`src/apq_pkg.sv`:
```
// shared types and constants for the aging priority queue
// used by apq_cell and aging_priority_queue_core, no dependencies
`default_nettype none

package apq_pkg;

   localparam int unsigned DEPTH      = 16;
   localparam int unsigned IDX_W      = (DEPTH > 1) ? $clog2(DEPTH) : 1;
   localparam int unsigned VALUE_W    = 32;
   localparam int unsigned PRIO_W     = 8;
   localparam int unsigned INTERVAL_W = 4;

   localparam logic [INTERVAL_W-1:0] INTERVAL_RESET = INTERVAL_W'(2);

   typedef logic [IDX_W-1:0] idx_type;

   typedef enum logic {
      CMD_ENQUEUE = 1'b0,
      CMD_DEQUEUE = 1'b1
   } cmd_type;

   typedef enum logic [1:0] {
      STAT_ENQUEUED = 2'd0,
      STAT_DEQUEUED = 2'd1,
      STAT_EMPTY    = 2'd2,
      STAT_FULL     = 2'd3
   } status_type;

   typedef enum logic [2:0] {
      FSM_IDLE = 3'b001,
      FSM_SCAN = 3'b010,
      FSM_DONE = 3'b100
   } fsm_type;

   typedef struct packed {
      logic               valid;
      logic [VALUE_W-1:0] value;
      logic [PRIO_W-1:0]  prio;
   } entry_type;

   // running best of the scan wave
   typedef struct packed {
      logic [PRIO_W-1:0]  prio;
      logic [VALUE_W-1:0] value;
      idx_type            sel;
   } carry_type;

   // broadcast from the core to every cell
   typedef struct packed {
      logic               enq;
      logic [VALUE_W-1:0] value;
      logic [PRIO_W-1:0]  prio;
      logic               commit;
      logic               age;
      logic [PRIO_W-1:0]  rm_prio;
      idx_type            sel;
   } cell_ctl_type;

endpackage

`default_nettype wire

```
`src/apq_cell.sv`:
```
// one queue slot: holds an entry, takes part in the max scan wave
// and shifts from its younger neighbor on removal; uses apq_pkg
`default_nettype none

module apq_cell (
   input  wire logic                  clock,
   input  wire logic                  reset,
   input  wire apq_pkg::idx_type      cell_idx,
   input  wire apq_pkg::cell_ctl_type ctl,
   input  wire logic                  prev_valid,
   input  wire apq_pkg::entry_type    next_entry,
   input  wire logic                  token_in,
   input  wire apq_pkg::carry_type    carry_in,
   output apq_pkg::entry_type         entry,
   output logic                       token_out,
   output apq_pkg::carry_type         carry_out
);

   apq_pkg::entry_type entry_ff, entry_in, src;
   apq_pkg::carry_type carry_ff, carry_wave_in;
   logic               token_ff;
   logic               take;
   logic               bump;

   function automatic logic [apq_pkg::PRIO_W-1:0] PRIO_W_ONE(input logic b);
      PRIO_W_ONE = {{(apq_pkg::PRIO_W-1){1'b0}}, b};
   endfunction

   always_comb begin
      take = entry_ff.valid && ((cell_idx == '0) || (entry_ff.prio > carry_in.prio));
      if (token_in && take) begin
         carry_wave_in = '{prio: entry_ff.prio, value: entry_ff.value, sel: cell_idx};
      end else if (token_in) begin
         carry_wave_in = carry_in;
      end else begin
         carry_wave_in = carry_ff;
      end
   end

   always_comb begin
      src      = (cell_idx >= ctl.sel) ? next_entry : entry_ff;
      bump     = ctl.age && (src.prio < ctl.rm_prio);
      entry_in = entry_ff;
      if (ctl.commit) begin
         entry_in      = src;
         entry_in.prio = src.prio + PRIO_W_ONE(bump);
      end else if (ctl.enq && !entry_ff.valid && prev_valid) begin
         entry_in = '{valid: 1'b1, value: ctl.value, prio: ctl.prio};
      end
   end

   always_ff @(posedge clock) begin
      if (reset) begin
         entry_ff.valid <= 1'b0;
         token_ff       <= 1'b0;
      end else begin
         entry_ff.valid <= entry_in.valid;
         token_ff       <= token_in;
      end
      entry_ff.value <= entry_in.value;
      entry_ff.prio  <= entry_in.prio;
      carry_ff       <= carry_wave_in;
   end

   assign entry     = entry_ff;
   assign token_out = token_ff;
   assign carry_out = carry_ff;

endmodule

`default_nettype wire

```
`src/aging_priority_queue_core.sv`:
```
// aging priority queue top level: control sequencer, response register
// and a chain of apq_cell slots; uses apq_pkg and apq_cell
//
//   channel  direction  tdata                            tuser
//   req_     in         value[31:0], priority_req[39:32]  cmd[0]
//   rsp_     out        out_value[31:0]                  status[1:0]
//   csr_     in         aging_interval[3:0]              -
//
// enqueue, full and empty replies are loaded into the result register at the accepting edge
// a dequeue sends a compare wave down the cell chain one slot per cycle; a commit step then
// removes the winner, closes the gap and, every aging_interval-th dequeue, ages all slots
// of lower priority at once; a waiting result blocks only the commit and the acceptance of
// an item, never the wave; reset is synchronous and empties the queue, no clearing pass
`default_nettype none

module aging_priority_queue_core (
   input  wire logic        clock,
   input  wire logic        reset,
   input  wire logic        req_tvalid,
   output logic             req_tready,
   input  wire logic [39:0] req_tdata,   // value, priority_req
   input  wire logic [0:0]  req_tuser,   // cmd
   output logic             rsp_tvalid,
   input  wire logic        rsp_tready,
   output logic [31:0]      rsp_tdata,   // out_value
   output logic [1:0]       rsp_tuser,   // status
   input  wire logic        csr_tvalid,
   output logic             csr_tready,
   input  wire logic [7:0]  csr_tdata    // aging_interval, upper bits unused
);

   localparam int unsigned Depth = apq_pkg::DEPTH;

   apq_pkg::entry_type    entry [Depth];
   apq_pkg::carry_type    carry [Depth];
   logic                  token [Depth];
   apq_pkg::cell_ctl_type ctl;

   apq_pkg::fsm_type                   fsm_ff, fsm_in;
   logic [apq_pkg::INTERVAL_W-1:0]     interval_ff, interval_in;
   logic [apq_pkg::INTERVAL_W-1:0]     tally_ff, tally_in, tally_inc;
   logic                               rsp_valid_ff, rsp_valid_in;
   logic [apq_pkg::VALUE_W-1:0]        rsp_data_ff, rsp_data_in;
   apq_pkg::status_type                rsp_stat_ff, rsp_stat_in;
   logic                               scan_start;
   logic                               slot_free;
   logic                               req_fire;
   logic                               age_now;
   apq_pkg::cmd_type                   cmd;

   for (genvar i = 0; i < Depth; i++) begin : g_cell
      logic               prev_valid;
      apq_pkg::entry_type next_entry;
      logic               tok_in;
      apq_pkg::carry_type car_in;

      if (i == 0) begin : g_head
         assign prev_valid = 1'b1;
         assign tok_in     = scan_start;
         assign car_in     = '0;
      end else begin : g_body
         assign prev_valid = entry[i-1].valid;
         assign tok_in     = token[i-1];
         assign car_in     = carry[i-1];
      end

      if (i == Depth - 1) begin : g_tail
         assign next_entry = '0;
      end else begin : g_mid
         assign next_entry = entry[i+1];
      end

      apq_cell u_cell (
         .clock      (clock),
         .reset      (reset),
         .cell_idx   (apq_pkg::idx_type'(i)),
         .ctl        (ctl),
         .prev_valid (prev_valid),
         .next_entry (next_entry),
         .token_in   (tok_in),
         .carry_in   (car_in),
         .entry      (entry[i]),
         .token_out  (token[i]),
         .carry_out  (carry[i])
      );
   end

   assign cmd        = apq_pkg::cmd_type'(req_tuser[0]);
   assign slot_free  = !rsp_valid_ff || rsp_tready;
   assign req_tready = (fsm_ff == apq_pkg::FSM_IDLE) && slot_free;
   assign req_fire   = req_tvalid && req_tready;
   assign csr_tready = (fsm_ff == apq_pkg::FSM_IDLE);
   assign tally_inc  = tally_ff + apq_pkg::INTERVAL_W'(1);
   assign age_now    = (tally_inc == interval_ff);

   always_comb begin
      fsm_in       = fsm_ff;
      tally_in     = tally_ff;
      interval_in  = interval_ff;
      rsp_valid_in = rsp_valid_ff && !rsp_tready;
      rsp_data_in  = rsp_data_ff;
      rsp_stat_in  = rsp_stat_ff;
      scan_start   = 1'b0;
      ctl          = '0;
      ctl.value    = req_tdata[31:0];
      ctl.prio     = req_tdata[39:32];
      ctl.sel      = carry[Depth-1].sel;
      ctl.rm_prio  = carry[Depth-1].prio;

      if (csr_tvalid && csr_tready) begin
         interval_in = csr_tdata[apq_pkg::INTERVAL_W-1:0];
      end

      case (fsm_ff)
         apq_pkg::FSM_IDLE: begin
            if (req_fire) begin
               if (cmd == apq_pkg::CMD_ENQUEUE) begin
                  rsp_valid_in = 1'b1;
                  rsp_data_in  = '0;
                  if (entry[Depth-1].valid) begin
                     rsp_stat_in = apq_pkg::STAT_FULL;
                  end else begin
                     ctl.enq     = 1'b1;
                     rsp_stat_in = apq_pkg::STAT_ENQUEUED;
                  end
               end else if (!entry[0].valid) begin
                  rsp_valid_in = 1'b1;
                  rsp_data_in  = '0;
                  rsp_stat_in  = apq_pkg::STAT_EMPTY;
               end else begin
                  scan_start = 1'b1;
                  fsm_in     = apq_pkg::FSM_SCAN;
               end
            end
         end
         apq_pkg::FSM_SCAN: begin
            if (token[Depth-1]) begin
               fsm_in = apq_pkg::FSM_DONE;
            end
         end
         apq_pkg::FSM_DONE: begin
            if (slot_free) begin
               ctl.commit   = 1'b1;
               ctl.age      = age_now;
               tally_in     = age_now ? '0 : tally_inc;
               rsp_valid_in = 1'b1;
               rsp_data_in  = carry[Depth-1].value;
               rsp_stat_in  = apq_pkg::STAT_DEQUEUED;
               fsm_in       = apq_pkg::FSM_IDLE;
            end
         end
         default: begin
            fsm_in = apq_pkg::FSM_IDLE;
         end
      endcase
   end

   always_ff @(posedge clock) begin
      if (reset) begin
         fsm_ff       <= apq_pkg::FSM_IDLE;
         tally_ff     <= '0;
         interval_ff  <= apq_pkg::INTERVAL_RESET;
         rsp_valid_ff <= 1'b0;
      end else begin
         fsm_ff       <= fsm_in;
         tally_ff     <= tally_in;
         interval_ff  <= interval_in;
         rsp_valid_ff <= rsp_valid_in;
      end
      rsp_data_ff <= rsp_data_in;
      rsp_stat_ff <= rsp_stat_in;
   end

   assign rsp_tvalid = rsp_valid_ff;
   assign rsp_tdata  = rsp_data_ff;
   assign rsp_tuser  = rsp_stat_ff;

endmodule

`default_nettype wire

```
`config.mk`:
```
export PLATFORM = sky130hd
export DESIGN_NAME = aging_priority_queue_core
export DESIGN_NICKNAME = d
export VERILOG_FILES = /design/src/apq_pkg.sv /design/src/apq_cell.sv /design/src/aging_priority_queue_core.sv
export SDC_FILE = /design/constraint.sdc
export NUM_CORES = 2
export LEC_CHECK = 0
export ABC_AREA = 1
export BUFFER_PORTS_ARGS = -buffer_cell sky130_fd_sc_hd__buf_2
export CAP_MARGIN = 20
export CORE_MARGIN = 2
export CORE_UTILIZATION = 45
export CTS_BUF_LIST = sky130_fd_sc_hd__clkbuf_16
export DETAILED_ROUTE_END_ITERATION = 10
export MAX_ROUTING_LAYER = met4
export PLACE_DENSITY_LB_ADDON = 0.2
export SYNTH_ARGS = -nofsm -noshare
export SYNTH_HDL_FRONTEND = slang
export SYNTH_SLANG_ARGS = --single-unit
```
`constraint.sdc`:
```
create_clock -name clock -period 4.2 [get_ports clock]
set_input_delay 0.63 -clock clock [delete_from_list [all_inputs] [get_ports clock]]
set_output_delay 0.63 -clock clock [all_outputs]
set_load 0.1 [all_outputs]
```
# Yosys cells after proc, flatten, opt, wreduce, memory -nomap -nowiden
# Cells that the tools add are included.
# op_classes
addsub	17
n_lt_le_gt_ge	47
eq_ne	26
mux	113
n_reduce_logical	153
# ops
op	n
two-way mux 41 bit	48
two-way mux 44 bit	32
adder 8 x 1 -> 8 bit	16
< comparator 8 bit	16
two-way mux 32 bit	4
greater-than comparator 8 bit	15
logical AND 1 bit	82
nonzero test 2 bit	33
case mux 32 bit (2 select lines)	1
!= test 2 x 1 -> 1 bit, second input constant	19
AND reduction 2 bit	17
greater-or-equal comparator 4 bit, first input constant	8
zero test 1 bit	18
greater-or-equal comparator 3 x 4 -> 1 bit, first input constant	4
two-way mux 3 bit	5
two-way mux 2 bit	7
two-way mux 1 bit	12
case mux 3 bit (3 select lines)	1
greater-or-equal comparator 1 x 4 -> 1 bit, first input constant	2
greater-or-equal comparator 2 x 4 -> 1 bit, first input constant	2
AND reduction 5 bit	1
adder 4 x 1 -> 4 bit, second input constant	1
equality test 4 bit	1
two-way mux 4 bit	1
other kinds (9)	10
# word_totals
regBits	1407
input_bits	54
out_inout_bits	37
elab_cells	473

# Depth between registers and ports, before layout
# depth
word_depth	10
ltp_mapped	23
mapped_depth_nobuf	22

# By module
# Synthesis repeated with hierarchy kept, for this count alone.
# hier_totals
hier_cells	8443
hier_area_um2	76195.6
# by_module_without_submodules
mod	instances	cells_each	area_each_um2	seq_area_each_um2
apq_cell (g_cell[0].u_cell ...)	6	517	4664.5	2562.5
apq_cell (g_cell[3].u_cell ...)	6	511	4611.9	2562.5
apq_cell (g_cell[14].u_cell ...)	2	516	4629.4	2562.5
apq_cell (g_cell[1].u_cell)	1	517	4628.2	2562.5
apq_cell (g_cell[9].u_cell)	1	512	4611.9	2562.5
aging_priority_queue_core	1	214	2038.2	1261.2

# Least setup slack after synthesis
# Ideal clock, no wire load.
# synth_path
path_type	register to register
startpoint	reg rsp_valid_ff, in the netlist rsp_tvalid
endpoint	reg g_cell[0].u_cell.carry_ff, in the netlist g_cell[0].u_cell.carry_out[10] (data pin)
setup_ps	141
t_arrival_ps	5008
required_ps	4059
slack_ps	-949
stages_incl_launch_ff	9
path_buffers	1
synth_period_minus_slack_ps	5149
path_cell_list	dfxtp_1 inv_1 nor2_1 nor2_1 nand2_1 nor2_1 clkinv_1 clkbuf_1 nor2_1
# synth_between
elab_chain_cells	8
# synth_rtl
item	line	source
from (decl)	aging_priority_queue_core.sv:42	logic rsp_valid_ff, rsp_valid_in;
from (signal assigned)	aging_priority_queue_core.sv:168	rsp_valid_ff <= rsp_valid_in;
zero test 1 bit	aging_priority_queue_core.sv:89	assign slot_free = !rsp_valid_ff || rsp_tready;
logical OR 1 bit	aging_priority_queue_core.sv:89	
logical AND 1 bit	aging_priority_queue_core.sv:90	assign req_tready = (fsm_ff == apq_pkg::FSM_IDLE) && slot_free;
net req_tready	aging_priority_queue_core.sv:20	output logic req_tready,
logical AND 1 bit	aging_priority_queue_core.sv:91	assign req_fire = req_tvalid && req_tready;
two-way mux 1 bit	aging_priority_queue_core.sv:116	if (req_fire) begin
two-way mux 1 bit	aging_priority_queue_core.sv:114	case (fsm_ff)
logical AND 1 bit	apq_cell.sv:31	if (token_in && take) begin
two-way mux 44 bit	apq_cell.sv:31	
to (signal assigned)	apq_cell.sv:62	carry_ff <= carry_wave_in;
to (decl)	apq_cell.sv:20	apq_pkg::carry_type carry_ff, carry_wave_in;
# The timed path passes the listed nets, and every way through them passes these cells.
# A chain may end at the register's enable or synchronous reset.

==> flow_metrics.py <==
metrics = {
    "run_status": {
        "status": "finished, final reports clean",
    },
    "layout": {
        "layout_commonest_cell": "nand2_1",
        "multi_input_area_sq_mm": 0.0228,
        "nets": 7331,
        "drive_gt1_share_pct": 7.36,
        "regArea_sq_mm": 0.0413,
        "n_fill_cell": 13700,
        "diodes": 0,
        "areaGrowthSynthToFinish_pct": 10.3,
        "final_util_pct": 50.0,
        "final_cell_mix": "2,227 x nand2_1, 1,314 x edfxtp_1, 1,289 x nand3_1, 613 x inv_1, 256 x ha_1",
    },
    "routing": {
        "first_pass_iters": 6,
        "viasPerCell": 5.27,
        "detail_route.wl_per_cell_microns": 19.0,
        "remaining_drc_errors": 0,
        "routed_wl_microns": 174000,
        "drtAntennaViolNets": 0,
        "drtIter0Drc": 4296,
        "dr_total_vias": 48300,
    },
    "worst_setup_path": {
        "rrSetupSlack_ps": 400,
        "cp.required_ps": 4700,
        "setup.worst_path.start_class": "flop",
        "r2r_start": "g_cell[15].u_cell.carry_out[3]$_SDFFE_PP1P_",
        "crit_path_end_kind": "flop",
        "reg2reg_depth": 17,
        "crit_fanout": 24,
        "arrival_ps": 4300,
        "crit_type": "reg -> reg",
        "r2r-end": "g_cell[5].u_cell.entry[6]$_DFFE_PP_",
    },
    "yosys": {
        "synth.avg_cell_area_sq_um": 9.63,
        "ys_seq_area_share_pct": 60.7,
        "syn_area_sq_mm": 0.0681,
        "ys_types": 45,
        "synth-xor-area-share_pct": 0.0772,
        "yosysWarnings": 0,
        "synthFlopType": "edfxtp_1",
        "synth-seq-cells": 1407,
        "syn_inst": 7069,
        "syn_nets": 7379,
        "synth_top_family_by_area": "simple AND/OR/NAND/NOR gates",
        "synth.area.mux_share_pct": 0,
        "synth_edf_count": 1314,
        "synth_compound_area_share_pct": 4.32,
        "ys_async_sr_fraction_pct": 0,
        "yosys.area_share.simple_pct": 24.3,
        "synthAdderAreaFrac_pct": 4.70,
    },
    "timing": {
        "clock.fmax_mhz": 263,
        "max_slew_margin_pct": 29.2,
        "worst_pin_slew_ps": 1060,
        "fin_crit_sh_pct": 90.5,
        "fin_tns_setup_ps": 0,
        "hold_viol": 0,
        "rsz0062_at_grt": "false",
        "whs_ps": 77.0,
        "setup_viol_count_final": 0,
        "period_minus_slack_ps": 3800,
        "skew_ps": 31.2,
        "drv_slew": 0,
    },
    "job": {
        "maxCapViolations": 0,
    },
    "min_path": {
        "min_path_type": "in -> reg",
        "min_from": "csr_tdata[1]",
        "hold_path_end": "interval_ff[1]$_SDFFE_PP1P_",
        "whs_path_depth": 3,
    },
    "cts": {
        "cts_setup_buffers": 0,
        "root_buffer": "clkbuf_16",
        "tritoncts": "yes",
        "hold_buffers": 0,
        "clkLatencyLatePin_ps": 770,
        "clk_path_buf_depth": 3,
        "post_cts_resized": 0,
        "numCtsBuffers": 156,
        "h-tree-depth": 4,
        "clk_pin_slew_ps": 60,
        "cts_num_sinks": 1407,
    },
    "floorplan": {
        "rows": 142,
        "dieArea_sq_mm": 0.154,
        "die_y_microns": 393,
        "pin_count": 91,
        "die_x_microns": 393,
        "start_util_pct": 45.4,
        "core_area_sq_mm": 0.150,
    },
    "place": {
        "numPortBuffers": 86,
        "dp.final_hpwl_microns": 115000,
        "gp_congestion": 0.903,
    },
    "global_routing": {
        "grt_use_total_pct": 23.3,
        "grt_pass1_vias": 46200,
        "grt_overflow": 0,
        "grt_first_pass_wirelength_microns": 275000,
        "grt_start_max_net_pins": 114,
        "grt_antenna_before_repair": 3,
    },
    "power": {
        "powerDensity_mw_per_mm2": 403,
        "p_leak_uw": 0.0315,
        "vdd_ir_drop_max_v": 0.000386,
    },
}
## worst max-delay path by stage
stage | slack [ps] | from | cells past startpoint | to
5_1_grt | 0.7 | g_cell[15].u_cell.carry_out[3]$_SDFFE_PP1P_ | 16 | g_cell[3].u_cell.entry[6]$_DFFE_PP_
6_report | 400 | g_cell[15].u_cell.carry_out[3]$_SDFFE_PP1P_ | 17 | g_cell[5].u_cell.entry[6]$_DFFE_PP_
4_1_cts | 300 | g_cell[15].u_cell.carry_out[3]$_SDFFE_PP1P_ | 17 | g_cell[5].u_cell.entry[6]$_DFFE_PP_
3_3_place_gp | 400 | g_cell[15].u_cell.carry_out[3]$_SDFFE_PP1P_ | 17 | g_cell[5].u_cell.entry[6]$_DFFE_PP_
3_5_place_dp | 320 | g_cell[15].u_cell.carry_out[3]$_SDFFE_PP1P_ | 17 | g_cell[5].u_cell.entry[6]$_DFFE_PP_
2_1_floorplan | 80 | rsp_tvalid$_SDFF_PP0_ | 7 | g_cell[0].u_cell.entry[40]$_SDFFE_PP0P_
## worst max-delay path: stages, from the launching register on
cell and delay [ps]:
dfxtp_1 580, buf_4 360, inv_4 170, nand2_2 310, nand2_1 80, o21ai_0 130
ha_1 300, a21oi_1 160, o21a_1 140, nand4_1 90, a21oi_1 200, ha_1 210
ha_1 170, inv_1 60, nor3_2 300, nand3_1 110, nand3_1 90, nand2_1 50
## synth_stat cells (10+ instances only)
cell	count	area, sq um
buf_1	26	97.6
nor2_1	250	938
nand2_2	16	100
edfxtp_1	1314	39500
o21ai_1	32	160
dfxtp_1	93	1860
buf_2	108	541
nand2_4	13	146
nor2_2	11	68.8
buf_6	10	113
o21ai_0	242	1210
o21bai_1	10	75.1
ha_1	256	3200
nand2_1	2228	8360
nand3_1	1289	6450
o21a_1	16	120
nand4_1	31	194
a21oi_1	132	661
o21ai_2	21	184
inv_1	572	2150
clkbuf_1	269	1010
o211ai_1	43	323
## per-layer routing
layer | vias to the layer above | global-route usage, % | wire, microns
li1 | 23900 | - | -
met1 | 22600 | 33.7 | 83500
met2 | 1498 | 34.5 | 76400
met3 | 278 | 3.11 | 10200
met4 | 0 | 6.38 | 4240
met5 | - | - | 0
## sequential cells by signal, summed over array words and instances (netlist names)
signal / count
rsp_tdata: 32
g_cell.u_cell.token_out: 16
tally_ff: 4
fsm_ff: 3
rsp_tvalid: 1
g_cell.u_cell.carry_out: 689
rsp_tuser: 2
interval_ff: 4
g_cell.u_cell.entry: 656
## logic make-up (layout without fill, tap and decap cells)
kind of cell,count (synthesis),count (layout)
simple gates,3868,3868
flops,1407,1407
buf+inv,1010,1085
compound gates,522,522
fa+ha+maj,256,256
xor+xnor,6,6
## area by class of cell
type,count,share of cell area [%]
clock buffers,161,5.36
clock inverters,120,0.869
inverters,590,2.96
multi-input cells,4652,30.4
flip-flops and latches,1407,55.0
well taps,2016,3.36
repair buffers,214,2.06
## metrics by stage
step	std cells	area [sq um]	setup slack, ps	power, uW
floorplan	7069	68100	75.1	17300
global placement	8874	70300	398	17800
detailed placement	8878	70400	323	17800
CTS	9159	75100	302	30600
global route	9160	75100	0.721	31300
finish	9160	75100	397	30300
## where the power goes
group | leakage, uW | internal, uW | switching [uW] | total [uW]
Combinational | 0.0164 | 467 | 1590 | 2060
Sequential | 0.0126 | 15400 | 91.2 | 15500
Clock | 0.00245 | 7150 | 5600 | 12700
Total | 0.0315 | 23000 | 7290 | 30300
(Power assumes the default switching activity.)
